## src/hcm_pkg.sv

```systemverilog
package hcm_pkg;

   // table and vector geometry
   localparam int ENTRIES      = 64;
   localparam int ID_SPACE     = 1024;
   localparam int VECTOR_WORDS = 4;

   // fixed field widths of the stream words
   localparam int IN_WORDS = 4;
   localparam int WORD_W   = 64;
   localparam int ID_W     = 10;
   localparam int OP_W     = 2;
   localparam int DIST_W   = 9;

   localparam int DIM_BITS   = WORD_W * VECTOR_WORDS;
   localparam int SLOT_W     = (ENTRIES > 1) ? $clog2(ENTRIES) : 1;
   localparam int CNT_W      = $clog2(ENTRIES + 1);
   localparam int MAP_AW     = $clog2(ID_SPACE);
   localparam int LANE_CNT_W = $clog2(WORD_W + 1);

   // stream word layouts
   localparam int REQ_FIELDS_W = ID_W + IN_WORDS * WORD_W;
   localparam int REQ_DATA_W   = ((REQ_FIELDS_W + 7) / 8) * 8;
   localparam int RSP_WORD_LSB = 1 + ID_W + DIST_W;
   localparam int RSP_FIELDS_W = RSP_WORD_LSB + IN_WORDS * WORD_W;
   localparam int RSP_DATA_W   = ((RSP_FIELDS_W + 7) / 8) * 8;

   // operation codes
   typedef enum logic [OP_W-1:0] {
      OP_STORE = 2'd0,
      OP_GET   = 2'd1,
      OP_CLEAN = 2'd2
   } op_type;

   typedef enum logic [2:0] {
      ST_CLEAR,
      ST_IDLE,
      ST_MAP,
      ST_GET,
      ST_SCAN,
      ST_DRAIN,
      ST_DONE
   } state_type;

   typedef logic [LANE_CNT_W-1:0] lane_cnt_type;
   typedef logic [WORD_W-1:0]     word_type;

   // word memory controls shared by all lanes
   typedef struct packed {
      logic              wr_en;
      logic [SLOT_W-1:0] wr_slot;
      logic [SLOT_W-1:0] rd_slot;
   } lane_ctl_type;

   // nearest-entry tracker controls
   typedef struct packed {
      logic clear;
      logic sample;
   } merge_ctl_type;

   // set bits of one vector word, byte by byte
   function automatic lane_cnt_type popcount_word(input word_type w);
      logic [3:0]   byte_cnt;
      lane_cnt_type total;
      total = '0;
      for (int b = 0; b < WORD_W / 8; b++) begin
         byte_cnt = '0;
         for (int k = 0; k < 8; k++) begin
            byte_cnt = byte_cnt + 4'(w[b*8+k]);
         end
         total = total + LANE_CNT_W'(byte_cnt);
      end
      return total;
   endfunction

endpackage

```

## src/hcm_merge.sv

```systemverilog
module hcm_merge (
   input  logic                        clock,
   input  hcm_pkg::merge_ctl_type      ctl,
   input  hcm_pkg::lane_cnt_type       lane_count [hcm_pkg::VECTOR_WORDS],
   input  logic [hcm_pkg::ID_W-1:0]    slot_id,
   output logic [hcm_pkg::DIST_W-1:0]  best_dist,
   output logic [hcm_pkg::ID_W-1:0]    best_id
);
   import hcm_pkg::*;

   logic [ID_W-1:0]   id_d_ff;
   logic [DIST_W-1:0] sum;
   logic [DIST_W-1:0] best_dist_ff;
   logic [ID_W-1:0]   best_id_ff;

   // total distance over all lanes
   always_comb begin
      sum = '0;
      for (int w = 0; w < VECTOR_WORDS; w++) begin
         sum = sum + DIST_W'(lane_count[w]);
      end
   end

   // keep the first entry at the least distance
   always_ff @(posedge clock) begin
      id_d_ff <= slot_id;
      if (ctl.clear) begin
         best_dist_ff <= DIST_W'(DIM_BITS + 1);
         best_id_ff   <= '0;
      end else if (ctl.sample && (sum < best_dist_ff)) begin
         best_dist_ff <= sum;
         best_id_ff   <= id_d_ff;
      end
   end

   assign best_dist = best_dist_ff;
   assign best_id   = best_id_ff;

endmodule

```

## config.mk

```make
export PLATFORM = sky130hd
export DESIGN_NAME = hcm_merge
export DESIGN_NICKNAME = d
export VERILOG_FILES = /design/src/hcm_pkg.sv /design/src/hcm_merge.sv
export SDC_FILE = /design/constraint.sdc
export NUM_CORES = 1
export LEC_CHECK = 0
export BUFFER_PORTS_ARGS = -buffer_cell sky130_fd_sc_hd__buf_2
export CAP_MARGIN = 20
export CORE_UTILIZATION = 40
export CTS_CLUSTER_DIAMETER = 100
export DETAILED_ROUTE_END_ITERATION = 6
export GPL_TIMING_DRIVEN = 0
export PLACE_DENSITY = 0.73
export SYNTH_ARGS = -nofsm -noshare
export SYNTH_HDL_FRONTEND = slang
export SYNTH_SLANG_ARGS = --single-unit
```

## constraint.sdc

```tcl
create_clock -name clock -period 4.8 [get_ports clock]
set_input_delay 0.48 -clock clock [delete_from_list [all_inputs] [get_ports clock]]
set_output_delay 0.48 -clock clock [all_outputs]
set_load 0.01 [all_outputs]
```

==> flow_metrics.py <==
metrics = {
    "status": {
        "status": "completed",
    },
    "critical_path": {
        "r2r_start": "best_dist[8]$_SDFFE_PP1P_",
        "worstSetupStartpointType": "input port",
        "path_cells": "buf_2 > inv_1 > fa_1 > fa_1 > inv_1 > ha_1 > inv_1 > fa_1 > nand2b_1 > a2111o_1 > o211ai_1 > ha_1 > and3_4 > a221o_1 > a31oi_4 > buf_6 > mux2i_1 > nor2_1",
        "worst_ep_arrival_time_ps": 4550,
        "critPathCaptureType": "flip-flop",
        "crit_type": "input port to flip-flop",
        "regToRegEndpoint": "best_id[0]$_SDFFE_PP0P_",
        "r2r_slack_ps": 2660,
        "cp_max_fo": 10,
        "r2r_cells": 8,
        "required_ps": 4930,
        "max_stage_delay_ps": 560,
        "worst_path_max_delay_cell": "fa_1",
    },
    "grt": {
        "grt_util_all_layers": 0.1510,
        "grt_start_max_net_pins": 11,
        "met1_usage": 0.1978,
        "use_met2": 0.2468,
        "grt_pass1_vias": 1387,
        "busiest_layer": "met2",
        "grt_overflow": 0,
        "grt_pass1_wl_um": 5906,
        "antenna_found_initial": 0,
        "use_met3": 0.04360,
    },
    "die": {
        "core_um2": 4384,
        "row_count": 24,
        "ios": 60,
        "die_w_um": 69.81,
        "dieHeight_um": 69.81,
        "die_area_um2": 4873,
        "initial_core_util": 0.4195,
    },
    "hold_path": {
        "holdPathEnd": "id_d_ff[4]$_DFF_P_",
        "hold_depth": 1,
        "min_from": "slot_id[4]",
        "holdCritPathClass": "input port to flip-flop",
    },
    "sta": {
        "relSlewSlack": 0.6315,
        "setup_tns_ps": 0,
        "rsz0062_at_grt": "false",
        "finClkSkew_ps": 3.383,
        "fin_crit_sh": 0.9206,
        "fmax_mhz": 226.3,
        "fin_crit_ps": 4419,
        "whs_ps": 310.0,
        "worstMarginPinSlew_ps": 552.8,
        "slew_violations": 0,
        "hold_viol_final": 0,
        "setup_viol": 0,
    },
    "clock_network": {
        "h-tree-depth": 2,
        "post_cts_resized": 0,
        "cts_hold_buf": 0,
        "cts-root-buf": "clkbuf_8",
        "cts_buffers": 5,
        "clk_latency_ps": 270,
        "cts_tree": "yes",
        "clock_path_buffers": 2,
        "cts.sink_count": 29,
        "cts_setup_buffers": 0,
        "clk_pin_slew_ps": 60,
    },
    "synthesis": {
        "synth_area_um2": 1839,
        "synth-seq-area-share": 0.3156,
        "synthTopCellsByCount": "inv_1, dfxtp_1, nor2_1",
        "ys_top_cells_by_area": "dfxtp_1, fa_1, ha_1, inv_1, mux2i_1",
        "ys.flop_type": "dfxtp_1",
        "synth.net_count": 266,
        "synth_cells": 195,
        "synth_top_area_share": 0.3156,
        "synth-async-reset-ratio": 0,
        "syn_avg_cell_area_um2": 9.432,
        "ys.warnings.count": 0,
        "ys_seq_elements": 29,
        "synth_top_area_cell": "dfxtp_1",
        "synth_cell_types": 35,
        "yosys.cell_count.top_type": "inv_1",
        "synth_edf_count": 0,
    },
    "drt": {
        "wl_um": 3206,
        "first_iter_violations": 49,
        "drc": 0,
        "viasPerCell": 4.556,
        "ant_nets": 0,
        "firstDrtPassIters": 4,
        "vias": 1426,
        "wl_per_cell_um": 10.24,
    },
    "placement": {
        "gp_congestion": 0.7367,
        "hpwlAfterDp_um": 2605,
        "io_buffers": 59,
    },
    "power": {
        "power_density_nw_per_um2": 541.6,
        "finalPower_uw": 1238,
        "ir_worst_vdd_v": 0.0002728,
        "power_leakage_uw": 0.001211,
    },
    "cells_and_area": {
        "drive_above_1_share": 0.2682,
        "syn2layout_area_growth_pct": 24.29,
        "antenna_cells": 0,
        "final_nets": 332,
    },
    "job": {
        "max_cap_violations": 0,
    },
}
-- routing by layer --
layer / up-vias / wire length [µm]
met2: 34 / 1503
met1: 635 / 1506
met5: - / 0
met3: 4 / 170
met4: 0 / 25
li1: 753 / -
-- stage by stage --
stage	utilization	area [µm²]	setup WS, ps	instances
finish	0.5214	2286	381.2	313
global route	0.5214	2286	119.9	313
CTS	0.5214	2286	355.4	313
detailed placement	0.5017	2200	84.32	306
global placement	0.5017	2200	129.8	306
floorplan	-	1839	467.0	195
-- where the power goes --
part	internal [µW]	total (µW)	switching, µW
registers	305	338	33.1
logic	330	705	375
clock network	113	194	80.8
-- final cells by class --
type | instances | area [µm²]
Fill cell | 420 | 2098
Multi-Input combinational cell | 112 | 1041
Sequential cell | 29 | 580.6
Timing Repair Buffer | 59 | 295.3
Inverter | 50 | 187.7
Clock buffer | 7 | 86.33
Tap cell | 52 | 65.06
Buffer | 4 | 30.03
-- flip-flops by register name, indices dropped and copies added, names as in the netlist --
signal / flops
best_id: 10
best_dist: 9
id_d_ff: 10
-- how the worst max path moves through the flow --
stage | startpoint | to | slack, ps | cells after the start
global route | lane_count[1] | best_id[3]$_SDFFE_PP0P_ | 120 | 18
global placement | lane_count[1] | best_id[0]$_SDFFE_PP0P_ | 130 | 18
floorplan | lane_count[1] | best_dist[7]$_SDFFE_PP0P_ | 470 | 17
CTS | lane_count[1] | best_id[0]$_SDFFE_PP0P_ | 360 | 18
finish | lane_count[1] | best_id[0]$_SDFFE_PP0P_ | 380 | 18
detailed placement | lane_count[1] | best_id[2]$_SDFFE_PP0P_ | 80 | 18
-- cell usage in the layout (no fill, tap or decap), types with 2 or more instances in the layout --
cell      instances
inv_1            50
nand2_1           2
o211ai_1          3
nand2b_1          2
xor2_1            2
fa_1             14
ha_1             16
buf_2            59
nor2_1           24
a211oi_1          3
clkbuf_1          3
dfxtp_1          29
buf_6             2
o21ai_1           3
nor2b_1           2
mux2i_1          15
a21oi_1           5
nor3b_1           2
nand3_1           2
clkbuf_8          6
-- critical path: cells and delay by family --
kind / cells / cell delay, ps
adders and majority gates: 5 / 1820
and+or+nand+nor: 3 / 420
buffers and inverters: 5 / 470
muxes: 1 / 200
AOI/OAI and AO/OA: 4 / 1160
-- logic make-up after synthesis --
logic type / share of synthesized area
buf+inv: 0.1184
compound gates: 0.1095
simple gates: 0.09932
flops: 0.3156
xor+xnor: 0.01429
fa+ha+maj: 0.2612
mux: 0.08163
Note: power is estimated with default switching activity, not from simulation.
