**src/hcm_ram.sv**
```systemverilog
module hcm_ram #(
   parameter int WIDTH = 8,
   parameter int DEPTH = 16
) (
   input  logic                                        clock,
   input  logic                                        wr_en,
   input  logic [((DEPTH > 1) ? $clog2(DEPTH) : 1)-1:0] wr_addr,
   input  logic [WIDTH-1:0]                            wr_data,
   input  logic [((DEPTH > 1) ? $clog2(DEPTH) : 1)-1:0] rd_addr,
   output logic [WIDTH-1:0]                            rd_data
);

   logic [WIDTH-1:0] mem_ff [DEPTH];
   logic [WIDTH-1:0] rd_data_ff;

   // one write port, one registered read port
   always_ff @(posedge clock) begin
      if (wr_en) begin
         mem_ff[wr_addr] <= wr_data;
      end
      rd_data_ff <= mem_ff[rd_addr];
   end

   assign rd_data = rd_data_ff;

endmodule

```
**config.mk**
```make
export PLATFORM = sky130hd
export DESIGN_NAME = hcm_ram
export DESIGN_NICKNAME = d
export VERILOG_FILES = /design/src/hcm_ram.sv
export SDC_FILE = /design/constraint.sdc
export NUM_CORES = 1
export LEC_CHECK = 0
export BUFFER_PORTS_ARGS = -buffer_cell sky130_fd_sc_hd__buf_2
export CAP_MARGIN = 5
export CORE_MARGIN = 10
export CORE_UTILIZATION = 35
export CTS_CLUSTER_SIZE = 20
export DETAILED_ROUTE_END_ITERATION = 10
export PLACE_DENSITY = 0.49
export SETUP_SLACK_MARGIN = 0.05
export SLEW_MARGIN = 10
export SYNTH_ARGS = -nofsm -noshare
export SYNTH_HDL_FRONTEND = slang
export SYNTH_SLANG_ARGS = --single-unit
```
**constraint.sdc**
```tcl
create_clock -name clock -period 2.15 [get_ports clock]
set_clock_uncertainty 0.1 [all_clocks]
set_input_delay 0.1075 -clock clock [delete_from_list [all_inputs] [get_ports clock]]
set_output_delay 0.1075 -clock clock [all_outputs]
set_load 0.005 [all_outputs]
```
==> impl_metrics.env, run 1 <==
export IMPL_status="finished, final reports clean"
export IMPL_syn_nets=247
export IMPL_grt_max_degree=33
export IMPL_worstReg2RegEnd="rd_data[2]$_DFF_P_"
export IMPL_drive_gt1_frac=0.299
export IMPL_grt_pass1_vias=2624
export IMPL_crit_path_start_kind="flip-flop"
export IMPL_vias=2438
export IMPL_hold_viol_final=0
export IMPL_r2r_start="mem_ff[8][2]$_DFFE_PP_"
export IMPL_ios=26
export IMPL_crit_start="mem_ff[8][2]$_DFFE_PP_"
export IMPL_grtUsageTotal=0.114
export IMPL_area_delta_synth_final_pct=21.3
export IMPL_clock_sinks=136
export IMPL_rows=44
export IMPL_period_share=0.672
export IMPL_fin_tns_setup_ns=0
export IMPL_r2r_slack_ns=0.71
export IMPL_min_delay_start="wr_addr[3]"
export IMPL_max_freq_ghz=0.692
export IMPL_ir_drop_mv=0.573
export IMPL_endpoint="rd_data[2]$_DFF_P_"
export IMPL_relSlewSlack=0.691
export IMPL_clk_pin_slew_worst_paths_ns=0.05
export IMPL_via_per_inst=5.00
export IMPL_worstPathArrival_ns=1.64
export IMPL_antenna_cells=0
export IMPL_rsz0062_at_grt="false"
export IMPL_worst_pin_slew_ns=0.464
export IMPL_cts_buffer_depth=2
export IMPL_layout_common_cells="edfxtp_1, buf_2, mux4_2, buf_4, clkbuf_16"
export IMPL_drc=0
export IMPL_rr_worst_depth=3
export IMPL_place_ws_ns=0.334
export IMPL_regArea_sq_mm=0.00400
export IMPL_synth_cells=229
export IMPL_ant_nets=0
export IMPL_layout_min_cycle_time_ns=1.44
export IMPL_drt_wl_total_um=10600
export IMPL_p_per_area_mw_per_mm2=976
export IMPL_portBuffers=25
export IMPL_htreeDepth=4
export IMPL_grt_antenna_before_repair=0
export IMPL_die_h_um=141
export IMPL_gp_congestion=0.713
export IMPL_worstSetupEndpointType="flip-flop"
export IMPL_yosysSeqAreaShare=0.778
export IMPL_die_x_um=141
export IMPL_ys_types=19
export IMPL_setup_viol=0
export IMPL_avgSynthCellArea_sq_um=22.5
export IMPL_grt_remaining_overflow=0
export IMPL_post_cts_buffers=0
export IMPL_nets=309
export IMPL_synth_area_sq_mm=0.00515
export IMPL_synth_seq_cells=136
export IMPL_dieArea_sq_mm=0.0200
export IMPL_hpwl_um=6630
export IMPL_multi_input_area_sq_mm=0.00106
export IMPL_insertion_delay_ns=0.42
export IMPL_critPathRequiredTime_ns=2.35
export IMPL_cts_tree="yes"
export IMPL_maxCapViolations=0
export IMPL_cts_buffers=17
export IMPL_final_common_cell="edfxtp_1"
export IMPL_drtIter0Drc=184
export IMPL_drt_wirelength_per_cell_um=21.8
export IMPL_clockRootBuffer="clkbuf_16"
export IMPL_fin_util=0.431
export IMPL_start_util=0.356
export IMPL_core_area_sq_mm=0.0145
export IMPL_drv_slew=0
export IMPL_firstDrtPassIters=4
export IMPL_synth_warnings=0
export IMPL_holdCritPathClass="in2reg"
export IMPL_crit_fanout=1
export IMPL_fillCellCount=1239
export IMPL_grt_pass1_wl_um=16400
export IMPL_power_leakage_nw=2.12
export IMPL_crit_type="reg2reg"
export IMPL_fin_ws_ns=0.706
export IMPL_whs_ns=0.0952
==> registers in the layout (all words and copies together) (netlist names) <==
signal / cells
mem_ff: 128
rd_data: 8
==> cells by family after synthesis <==
kind of cell / synth area share
compound gates: 0.0233
flops: 0.778
simple gates: 0.0318
mux: 0.150
buf+inv: 0.0168
==> where the power goes <==
group / internal [mW] / leakage (nW) / switching, mW
clock network: 1.81 / 0.281 / 1.01
logic: 0.130 / 0.619 / 0.156
registers: 2.97 / 1.22 / 0.0206
total: 4.90 / 2.12 / 1.19
==> stage by stage <==
stage	instances	cell area (sq um)	power, mW
2_1_floorplan	229	5150	3.18
3_3_place_gp	448	5590	3.32
3_5_place_dp	448	5590	3.32
4_1_cts	488	6240	6.15
5_1_grt	488	6240	6.29
6_report	488	6240	6.09
==> cell usage after synthesis <==
cell type | number | area (sq um)
edfxtp_1 | 128 | 3840
mux4_2 | 18 | 405
a22oi_1 | 16 | 120
mux4_1 | 14 | 368
nor2_1 | 13 | 48.8
nand2_1 | 9 | 33.8
dfxtp_1 | 8 | 160
nor3_1 | 4 | 20.0
buf_2 | 3 | 15.0
buf_6 | 3 | 33.8
clkdlybuf4s25_2 | 3 | 30.0
nand2b_1 | 2 | 12.5
nand3b_1 | 2 | 15.0
and2_1 | 1 | 6.26
and2b_1 | 1 | 7.51
buf_4 | 1 | 7.51
nand3_1 | 1 | 5.00
nor2b_1 | 1 | 6.26
or3b_2 | 1 | 8.76
==> metal layers <==
layer  vias to the layer above  GRT usage  part of all wire  wire length, um
met1                      1271      0.157              0.50             5300
met2                        57      0.162              0.45             4760
met4                         0     0.0424             0.013              135
li1                       1097          -                 -                -
met3                        13     0.0397             0.043              457
met5                         -          0                 0                0
==> worst min-delay path by stage <==
stage                             endpoint  slack [ns]  cells after the start
global placement                rd_data[3]        0.40                      1
floorplan           mem_ff[0][0]$_DFFE_PP_        0.11                      0
global route        mem_ff[2][6]$_DFFE_PP_        0.13                      3
detailed placement              rd_data[5]        0.40                      1
CTS                 mem_ff[2][7]$_DFFE_PP_        0.09                      3
finish              mem_ff[2][7]$_DFFE_PP_         0.1                      3
==> final cells by class <==
class                      count  area share
sequential                   136       0.641
multi-input combinational     83       0.169
clock buffer                  22      0.0711
timing repair buffer          53      0.0609
tap                          184      0.0369
clock inverter                10      0.0204
==> what timing repair did <==
item	CTS	global route
hold buffers	8	0
gates resized for setup	0	0
hold endpoints to repair	128	0
==> worst max-delay path, stage by stage (launching register included) <==
cell	delay, ns
edfxtp_1	0.37
mux4_1	0.52
a22oi_1	0.26
nand2_1	0.07
(Power assumes the default switching activity.)
==> run 2, diff against run 1 <==
- PLACE_DENSITY: 0.49 -> 0.51
- clock period: 2.15 -> 1.3 ns (I/O delays scaled with it)
==> impl_metrics.env, run 2 (synthesis gave the netlist of run 1 again) <==
export IMPL_whs_ns=0.0876
export IMPL_crit_path_start_kind="flip-flop"
export IMPL_cts_buffer_depth=2
export IMPL_hpwl_um=7110
export IMPL_drive_gt1_frac=0.437
export IMPL_grt_pass1_wl_um=16200
export IMPL_nets=323
export IMPL_setup_viol=8
export IMPL_grtUsageTotal=0.111
export IMPL_crit_type="reg2reg"
export IMPL_die_x_um=141
export IMPL_violations="negative setup slack"
export IMPL_layout_common_cells="edfxtp_1, mux4_2, buf_2, buf_4, clkbuf_16"
export IMPL_fin_total_pwr_mw=10.5
export IMPL_drv_slew=0
export IMPL_fin_ws_ns=-0.0725
export IMPL_start_util=0.356
export IMPL_holdCritPathClass="in2reg"
export IMPL_grt_remaining_overflow=0
export IMPL_gp_congestion=0.705
export IMPL_critPathRequiredTime_ns=1.49
export IMPL_ant_nets=0
export IMPL_fin_tns_setup_ns=-0.257
export IMPL_drt_wirelength_per_cell_um=20.5
export IMPL_drt_wl_total_um=10300
export IMPL_fin_util=0.452
export IMPL_worstPathArrival_ns=1.56
export IMPL_drtIter0Drc=135
export IMPL_power_leakage_nw=2.21
export IMPL_r2r_slack_ns=-0.07
export IMPL_max_freq_ghz=0.729
export IMPL_p_per_area_mw_per_mm2=1610
export IMPL_relSlewSlack=0.380
export IMPL_hold_viol_final=0
export IMPL_grt_max_degree=21
export IMPL_insertion_delay_ns=0.40
export IMPL_largest_register_ff_count=128
export IMPL_grt_pass1_vias=2663
export IMPL_status="complete, but fails checks"
export IMPL_core_area_sq_mm=0.0145
export IMPL_area_delta_synth_final_pct=27.2
export IMPL_crit_fanout=1
export IMPL_clock_sinks=136
export IMPL_cts_buffers=17
export IMPL_firstDrtPassIters=4
export IMPL_via_per_inst=4.79
export IMPL_vias=2404
export IMPL_clk_pin_slew_worst_paths_ns=0.06
export IMPL_dieArea_sq_mm=0.0200
export IMPL_layout_min_cycle_time_ns=1.37
export IMPL_final_common_cell="edfxtp_1"
export IMPL_rows=44
export IMPL_worstSetupEndpointType="flip-flop"
export IMPL_period_share=1.06
export IMPL_clockRootBuffer="clkbuf_16"
export IMPL_antenna_cells=0
export IMPL_portBuffers=25
export IMPL_place_ws_ns=-0.311
export IMPL_post_cts_buffers=0
export IMPL_ir_drop_mv=0.943
export IMPL_die_h_um=141
export IMPL_cts_tree="yes"
export IMPL_regMostFlops="mem_ff"
export IMPL_worst_pin_slew_ns=0.926
export IMPL_ios=26
export IMPL_grt_antenna_before_repair=0
export IMPL_maxCapViolations=0
export IMPL_htreeDepth=4
export IMPL_rsz0062_at_grt="true"
export IMPL_drc=0
run 2: metal layers:
layer	GRT usage	share of wire
met1	0.142	0.45
met2	0.171	0.50
met3	0.0317	0.041
met4	0.0473	0.012
met5	0	0
run 2: worst max-delay path, stage by stage (launching register included):
cell      delay [ns]
edfxtp_1        0.37
mux4_2          0.49
a22oi_2         0.22
nand2_1         0.07
run 2: area by class of cell:
| class | count | area [sq um] |
|---|---|---|
| Tap cell | 184 | 230 |
| Multi-Input combinational cell | 83 | 1100 |
| Clock inverter | 11 | 169 |
| Timing Repair Buffer | 67 | 573 |
| Sequential cell | 136 | 4000 |
| Fill cell | 1215 | 7930 |
| Clock buffer | 21 | 470 |
run 2: final timing paths:
| kind | from | end | cells after the start |
|---|---|---|---|
| hold reg to reg | mem_ff[12][1]$_DFFE_PP_ | rd_data[1]$_DFF_P_ | 3 |
| setup reg to reg | mem_ff[3][4]$_DFFE_PP_ | rd_data[4]$_DFF_P_ | 3 |
| hold / removal | wr_addr[0] | mem_ff[4][0]$_DFFE_PP_ | 3 |
| setup / recovery | mem_ff[3][4]$_DFFE_PP_ | rd_data[4]$_DFF_P_ | 3 |
run 2: power breakdown:
| part | internal, mW | leakage (nW) | total, mW | switching, mW |
|---|---|---|---|---|
| Sequential | 4.90 | 1.22 | 4.93 | 0.0288 |
| Clock | 3.36 | 0.313 | 5.04 | 1.67 |
| Combinational | 0.272 | 0.672 | 0.560 | 0.288 |
| Total | 8.54 | 2.21 | 10.5 | 1.99 |
run 2: timing repair:
action                                  CTS  global route
gates resized for setup                  20             3
hold endpoints to repair                128             0
endpoints found under the setup margin    8             8
pin swaps                                13             5
hold buffers                              8             0
run 2: through the flow:
step / cell area (sq um) / cells
6_report: 6550 / 502
5_1_grt: 6550 / 502
4_1_cts: 6540 / 502
3_5_place_dp: 5820 / 462
3_3_place_gp: 5820 / 462
2_1_floorplan: 5190 / 229
