[src/hcm_pkg.sv]
package hcm_pkg;

   // table and vector geometry
   localparam int ENTRIES      = 64;
   localparam int ID_SPACE     = 1024;
   localparam int VECTOR_WORDS = 4;

   // fixed field widths of the stream words
   localparam int IN_WORDS = 4;
   localparam int WORD_W   = 64;
   localparam int ID_W     = 10;
   localparam int OP_W     = 2;
   localparam int DIST_W   = 9;

   localparam int DIM_BITS   = WORD_W * VECTOR_WORDS;
   localparam int SLOT_W     = (ENTRIES > 1) ? $clog2(ENTRIES) : 1;
   localparam int CNT_W      = $clog2(ENTRIES + 1);
   localparam int MAP_AW     = $clog2(ID_SPACE);
   localparam int LANE_CNT_W = $clog2(WORD_W + 1);

   // stream word layouts
   localparam int REQ_FIELDS_W = ID_W + IN_WORDS * WORD_W;
   localparam int REQ_DATA_W   = ((REQ_FIELDS_W + 7) / 8) * 8;
   localparam int RSP_WORD_LSB = 1 + ID_W + DIST_W;
   localparam int RSP_FIELDS_W = RSP_WORD_LSB + IN_WORDS * WORD_W;
   localparam int RSP_DATA_W   = ((RSP_FIELDS_W + 7) / 8) * 8;

   // operation codes
   typedef enum logic [OP_W-1:0] {
      OP_STORE = 2'd0,
      OP_GET   = 2'd1,
      OP_CLEAN = 2'd2
   } op_type;

   typedef enum logic [2:0] {
      ST_CLEAR,
      ST_IDLE,
      ST_MAP,
      ST_GET,
      ST_SCAN,
      ST_DRAIN,
      ST_DONE
   } state_type;

   typedef logic [LANE_CNT_W-1:0] lane_cnt_type;
   typedef logic [WORD_W-1:0]     word_type;

   // word memory controls shared by all lanes
   typedef struct packed {
      logic              wr_en;
      logic [SLOT_W-1:0] wr_slot;
      logic [SLOT_W-1:0] rd_slot;
   } lane_ctl_type;

   // nearest-entry tracker controls
   typedef struct packed {
      logic clear;
      logic sample;
   } merge_ctl_type;

   // set bits of one vector word, byte by byte
   function automatic lane_cnt_type popcount_word(input word_type w);
      logic [3:0]   byte_cnt;
      lane_cnt_type total;
      total = '0;
      for (int b = 0; b < WORD_W / 8; b++) begin
         byte_cnt = '0;
         for (int k = 0; k < 8; k++) begin
            byte_cnt = byte_cnt + 4'(w[b*8+k]);
         end
         total = total + LANE_CNT_W'(byte_cnt);
      end
      return total;
   endfunction

endpackage

[src/hcm_ram.sv]
module hcm_ram #(
   parameter int WIDTH = 8,
   parameter int DEPTH = 16
) (
   input  logic                                        clock,
   input  logic                                        wr_en,
   input  logic [((DEPTH > 1) ? $clog2(DEPTH) : 1)-1:0] wr_addr,
   input  logic [WIDTH-1:0]                            wr_data,
   input  logic [((DEPTH > 1) ? $clog2(DEPTH) : 1)-1:0] rd_addr,
   output logic [WIDTH-1:0]                            rd_data
);

   logic [WIDTH-1:0] mem_ff [DEPTH];
   logic [WIDTH-1:0] rd_data_ff;

   // one write port, one registered read port
   always_ff @(posedge clock) begin
      if (wr_en) begin
         mem_ff[wr_addr] <= wr_data;
      end
      rd_data_ff <= mem_ff[rd_addr];
   end

   assign rd_data = rd_data_ff;

endmodule

[src/hcm_lane.sv]
module hcm_lane (
   input  logic                        clock,
   input  hcm_pkg::lane_ctl_type       ctl,
   input  hcm_pkg::word_type           query,
   output hcm_pkg::word_type           rd_word,
   output hcm_pkg::lane_cnt_type       count
);
   import hcm_pkg::*;

   lane_cnt_type count_ff;

   // this lane's word of every stored vector
   hcm_ram #(
      .WIDTH(WORD_W),
      .DEPTH(ENTRIES)
   ) u_words (
      .clock  (clock),
      .wr_en  (ctl.wr_en),
      .wr_addr(ctl.wr_slot),
      .wr_data(query),
      .rd_addr(ctl.rd_slot),
      .rd_data(rd_word)
   );

   // hamming distance of this word against the entry just read
   always_ff @(posedge clock) begin
      count_ff <= popcount_word(query ^ rd_word);
   end

   assign count = count_ff;

endmodule

[config.mk]
export PLATFORM = sky130hd
export DESIGN_NAME = hcm_lane
export DESIGN_NICKNAME = d
export VERILOG_FILES = /design/src/hcm_pkg.sv /design/src/hcm_ram.sv /design/src/hcm_lane.sv
export SDC_FILE = /design/constraint.sdc
export NUM_CORES = 2
export LEC_CHECK = 0
export ABC_CLOCK_PERIOD_IN_PS = 6700
export BUFFER_PORTS_ARGS = -buffer_cell sky130_fd_sc_hd__buf_2
export CAP_MARGIN = 10
export CORE_MARGIN = 8
export CORE_UTILIZATION = 57
export CTS_CLUSTER_SIZE = 14
export DETAILED_ROUTE_END_ITERATION = 6
export GPL_TIMING_DRIVEN = 1
export PLACE_DENSITY = 0.75
export SLEW_MARGIN = 25
export SYNTH_ARGS = -nofsm -noshare
export SYNTH_HDL_FRONTEND = slang
export SYNTH_SLANG_ARGS = --single-unit
[constraint.sdc]
create_clock -name clock -period 6.7 [get_ports clock]
set_clock_uncertainty 0.1 [all_clocks]
set_input_delay 0.67 -clock clock [delete_from_list [all_inputs] [get_ports clock]]
set_output_delay 0.67 -clock clock [all_outputs]
set_load 0.05 [all_outputs]
==> flow_metrics.py <==
metrics = {
    "status": {
        "outcome": "complete, but fails checks",
        "violations": "DRC",
    },
    "synthesis": {
        "synth_flop_cell": "edfxtp_1",
        "synthAdderAreaFrac_pct": 0.798,
        "netlist_area_um2": 159000,
        "synth-async-reset-ratio_pct": 0,
        "yosysWarningCount": 0,
        "syn_area_per_cell_um2": 23.1,
        "synth_compound_area_share_pct": 1.85,
        "ys_seq_area_share_pct": 78.3,
        "synth_xor_area_share_pct": 0.375,
        "synth_mux_area_share_pct": 15.8,
        "synth.largest_area_cell": "edfxtp_1",
        "syn_inst": 6879,
        "synthesis.nets": 7026,
        "synth_edf_count": 4096,
        "synth_area_leaders": "edfxtp_1, mux4_2, o22ai_1, dfxtp_1, mux2i_1",
        "synth.distinct_cells": 48,
        "synth_top_family_by_area": "multiplexers",
        "ys_seq_elements": 4167,
        "yosys.area_share.simple_pct": 1.48,
        "synth.top_cell.area_share_pct": 77.4,
    },
    "floorplanning": {
        "dieArea_um2": 296000,
        "rows": 194,
        "dieWidth_um": 544,
        "io_pins": 149,
        "core_area_um2": 278000,
        "fp.dieH_um": 544,
        "start_util_pct": 57.1,
    },
    "placed_design": {
        "place_inst": 10700,
        "dp_hpwl_um": 245000,
        "portBuffers": 148,
        "gp_congestion": 0.833,
    },
    "hold_path": {
        "hp-class": "in -> reg",
    },
    "timing": {
        "fin_crit_sh_pct": 96.4,
        "drv_slew": 0,
        "fin_crit_ns": 6.46,
        "relSlewSlack_pct": 23.1,
        "rsz0062_at_grt": "no",
        "fmax_ghz": 0.155,
        "whs_ns": 0.102,
        "hold_viol_final": 0,
        "worst_pin_slew_ns": 1.15,
        "setup_violations": 0,
    },
    "critical_path": {
        "worstPathRequired_ns": 7.43,
        "cp_max_fo": 3,
        "crit_path_max_incr_delay_ns": 0.58,
        "end_kind": "register",
        "crit_chain": "dlygate4sd3_1 -> buf_2 -> xor2_1 -> fa_1 -> inv_1 -> fa_1 -> inv_1 -> fa_1 -> fa_1 -> fa_1 -> fa_1 -> inv_1 -> fa_1 -> inv_1 -> fa_1 -> ha_1 -> fa_1 -> a21o_1 -> a21oi_2 -> inv_1 -> a21oi_1 -> o21bai_1",
        "slowest_stage": "fa_1",
        "crit_top_cell": "fa_1",
        "crit_arrival_ns": 7.19,
        "criticalPathCategory": "in -> reg",
        "start_kind": "primary input",
    },
    "global_route": {
        "grt-ovfl-total": 0,
        "grt_max_degree": 114,
        "grt_pass1_wl_um": 634000,
        "grt_usage_pct": 30.8,
        "antenna_found_initial": 30,
        "grt_pass1_vias": 80800,
    },
    "cts": {
        "htreeDepth": 5,
        "cts_tree": "yes",
        "path_clk_slew_ns": 0.07,
        "cts_sinks": 4167,
        "clockBufferDepth": 4,
        "clk-insertion-delay-late_ns": 0.93,
        "root_buffer": "clkbuf_16",
        "numCtsBuffers": 403,
    },
    "route": {
        "drt-pass1-iter-count": 7,
        "wl_per_cell_um": 40.2,
        "totalWireLength_um": 462000,
        "drt_iter0_markers": 14200,
        "drcViolationCount": 1,
        "vias_per_cell": 7.13,
        "final_antenna_net_count": 0,
        "vias": 82000,
    },
    "pwr": {
        "power_frac_comb_pct": 20.8,
        "p_int_mw": 48.3,
        "power.share.clock_pct": 34.4,
        "power_density_nw_per_um2": 363,
        "sw_frac_of_total_pct": 26.0,
        "pwr-share-seq_pct": 44.8,
        "switching_power_mw": 17.0,
        "p_leak_nw": 56.9,
        "peakVddDrop_uv": 3630,
        "p_total_mw": 65.2,
    },
    "final_layout": {
        "instances_no_fill": 11500,
        "nets": 7571,
        "area_growth_pct": 13.1,
        "regArea_um2": 124000,
        "drive_gt1_share_pct": 29.0,
        "n_fill_cell": 17300,
        "multi_input_area_um2": 32900,
    },
    "run": {
        "maxCapViolCount": 0,
    },
}
## path summary, 6_finish.rpt
| kind | start | end | slack (ns) | cells after the start |
|---|---|---|---|---|
| min reg2reg | u_words.rd_data[2]$_DFF_P_ | count[0]$_DFF_P_ | 0.71 | 2 |
| max reg2reg | u_words.rd_data[62]$_DFF_P_ | count[6]$_DFF_P_ | 0.25 | 21 |
| min | query[29] | u_words.mem_ff[45][29]$_DFFE_PP_ | 0.10 | 1 |
| max | query[20] | count[6]$_DFF_P_ | 0.24 | 22 |
## critical path, delay by kind of cell
family                     cells  cell delay, ns
buffers and inverters          7            1.20
xor gates and xnor gates       1            0.27
adders and majority gates     10            4.49
AOI/OAI and AO/OA              4            0.53
## metrics by stage
step / worst slack, ns / util (%) / setup TNS (ns) / cell area [µm²]
6_report: 0.240 / 64.6 / 0 / 180000
5_1_grt: 0.0355 / 64.5 / 0 / 180000
4_1_cts: 0.0649 / 64.5 / 0 / 180000
3_5_place_dp: -0.407 / 59.8 / -1.12 / 167000
3_3_place_gp: -0.475 / 59.7 / -1.26 / 166000
2_1_floorplan: 0.254 / - / 0 / 159000
## state kept, by name (all words and copies together) (netlist names)
| register | cells |
|---|---|
| u_words.mem_ff | 4096 |
| count | 7 |
| u_words.rd_data | 64 |
## what timing repair did
| action | in CTS | in global routing |
|---|---|---|
| endpoints found under the hold margin | 11 | 0 |
| hold buffers | 3 | 0 |
| resized for setup | 0 | 5 |
| endpoints found under the setup margin | 0 | 3 |
| buffers inserted | 0 | 0 |
## per-layer routing
layer  global-route usage [%]  vias to the layer above  part of all wire [%]
met5                        0                        -                 0.020
met4                     15.2                       14                   5.9
met1                     41.6                    43000                    34
met3                     8.35                     1244                    14
li1                         -                    30300                     -
met2                     47.0                     7433                    46
## cells in the mapped netlist, drive strengths merged, types with 54 or more instances
library cell  instances
buf                 252
clkbuf              117
dfxtp                71
edfxtp             4096
fa                   54
inv                  63
mux2i               138
mux4               1030
nand2               163
nand2b               58
nand3               103
nor2                 86
o22ai               234
## placed cells by master, fill, tap and decap left out, types with 11 or more instances in the layout
cell	instances
nand3_1	103
o22ai_1	234
mux2i_1	138
buf_4	286
edfxtp_1	4096
a22oi_1	11
clkbuf_16	407
nand2_1	159
nor2_1	23
a21oi_1	14
nand2b_1	56
a211oi_1	14
inv_1	62
mux2_2	48
o21ai_0	22
clkbuf_8	21
o211ai_1	46
buf_2	142
diode_2	27
clkinv_1	74
clkinv_2	78
bufinv_16	36
o221ai_1	11
dfxtp_1	71
buf_12	61
mux4_2	1030
nor2_4	63
clkbuf_1	80
nor4_1	50
xnor2_1	23
clkinvlp_4	14
buf_16	13
a2bb2oi_1	47
xor2_1	41
fa_1	53
ha_1	15
## cell type report
cell class / instances / share of cell area, %
diodes: 27 / 0.0376
clock buffers: 508 / 5.99
clock inverters: 222 / 1.20
inverters: 64 / 0.136
multi-input cells: 2279 / 18.3
flip-flops and latches: 4167 / 69.2
well taps: 3724 / 2.59
repair buffers: 509 / 2.52
## cells by family (layout without fill, tap and decap cells)
logic type               count (synthesis)  after routing
flip-flops                            4167           4167
multiplexers                          1216           1216
AND/OR/NAND/NOR                        497            497
buffers and inverters                  433           1303
AO/OA/AOI/OAI                          429            429
adder cells (fa/ha/maj)                 69             69
XOR/XNOR                                68             68
other                                    0             27
## power by group through the flow
stage / registers, mW / logic (mW) / clock network (mW)
after detailed placement: 29.8 / 13.1 / 0
final: 29.2 / 13.6 / 22.4
after global placement: 29.7 / 13.0 / 0
after CTS: 29.2 / 13.3 / 22.5
after global routing: 29.2 / 14.3 / 23.4
after floorplan: 30.0 / 8.02 / 0
Power figures use the tool's default switching activity.
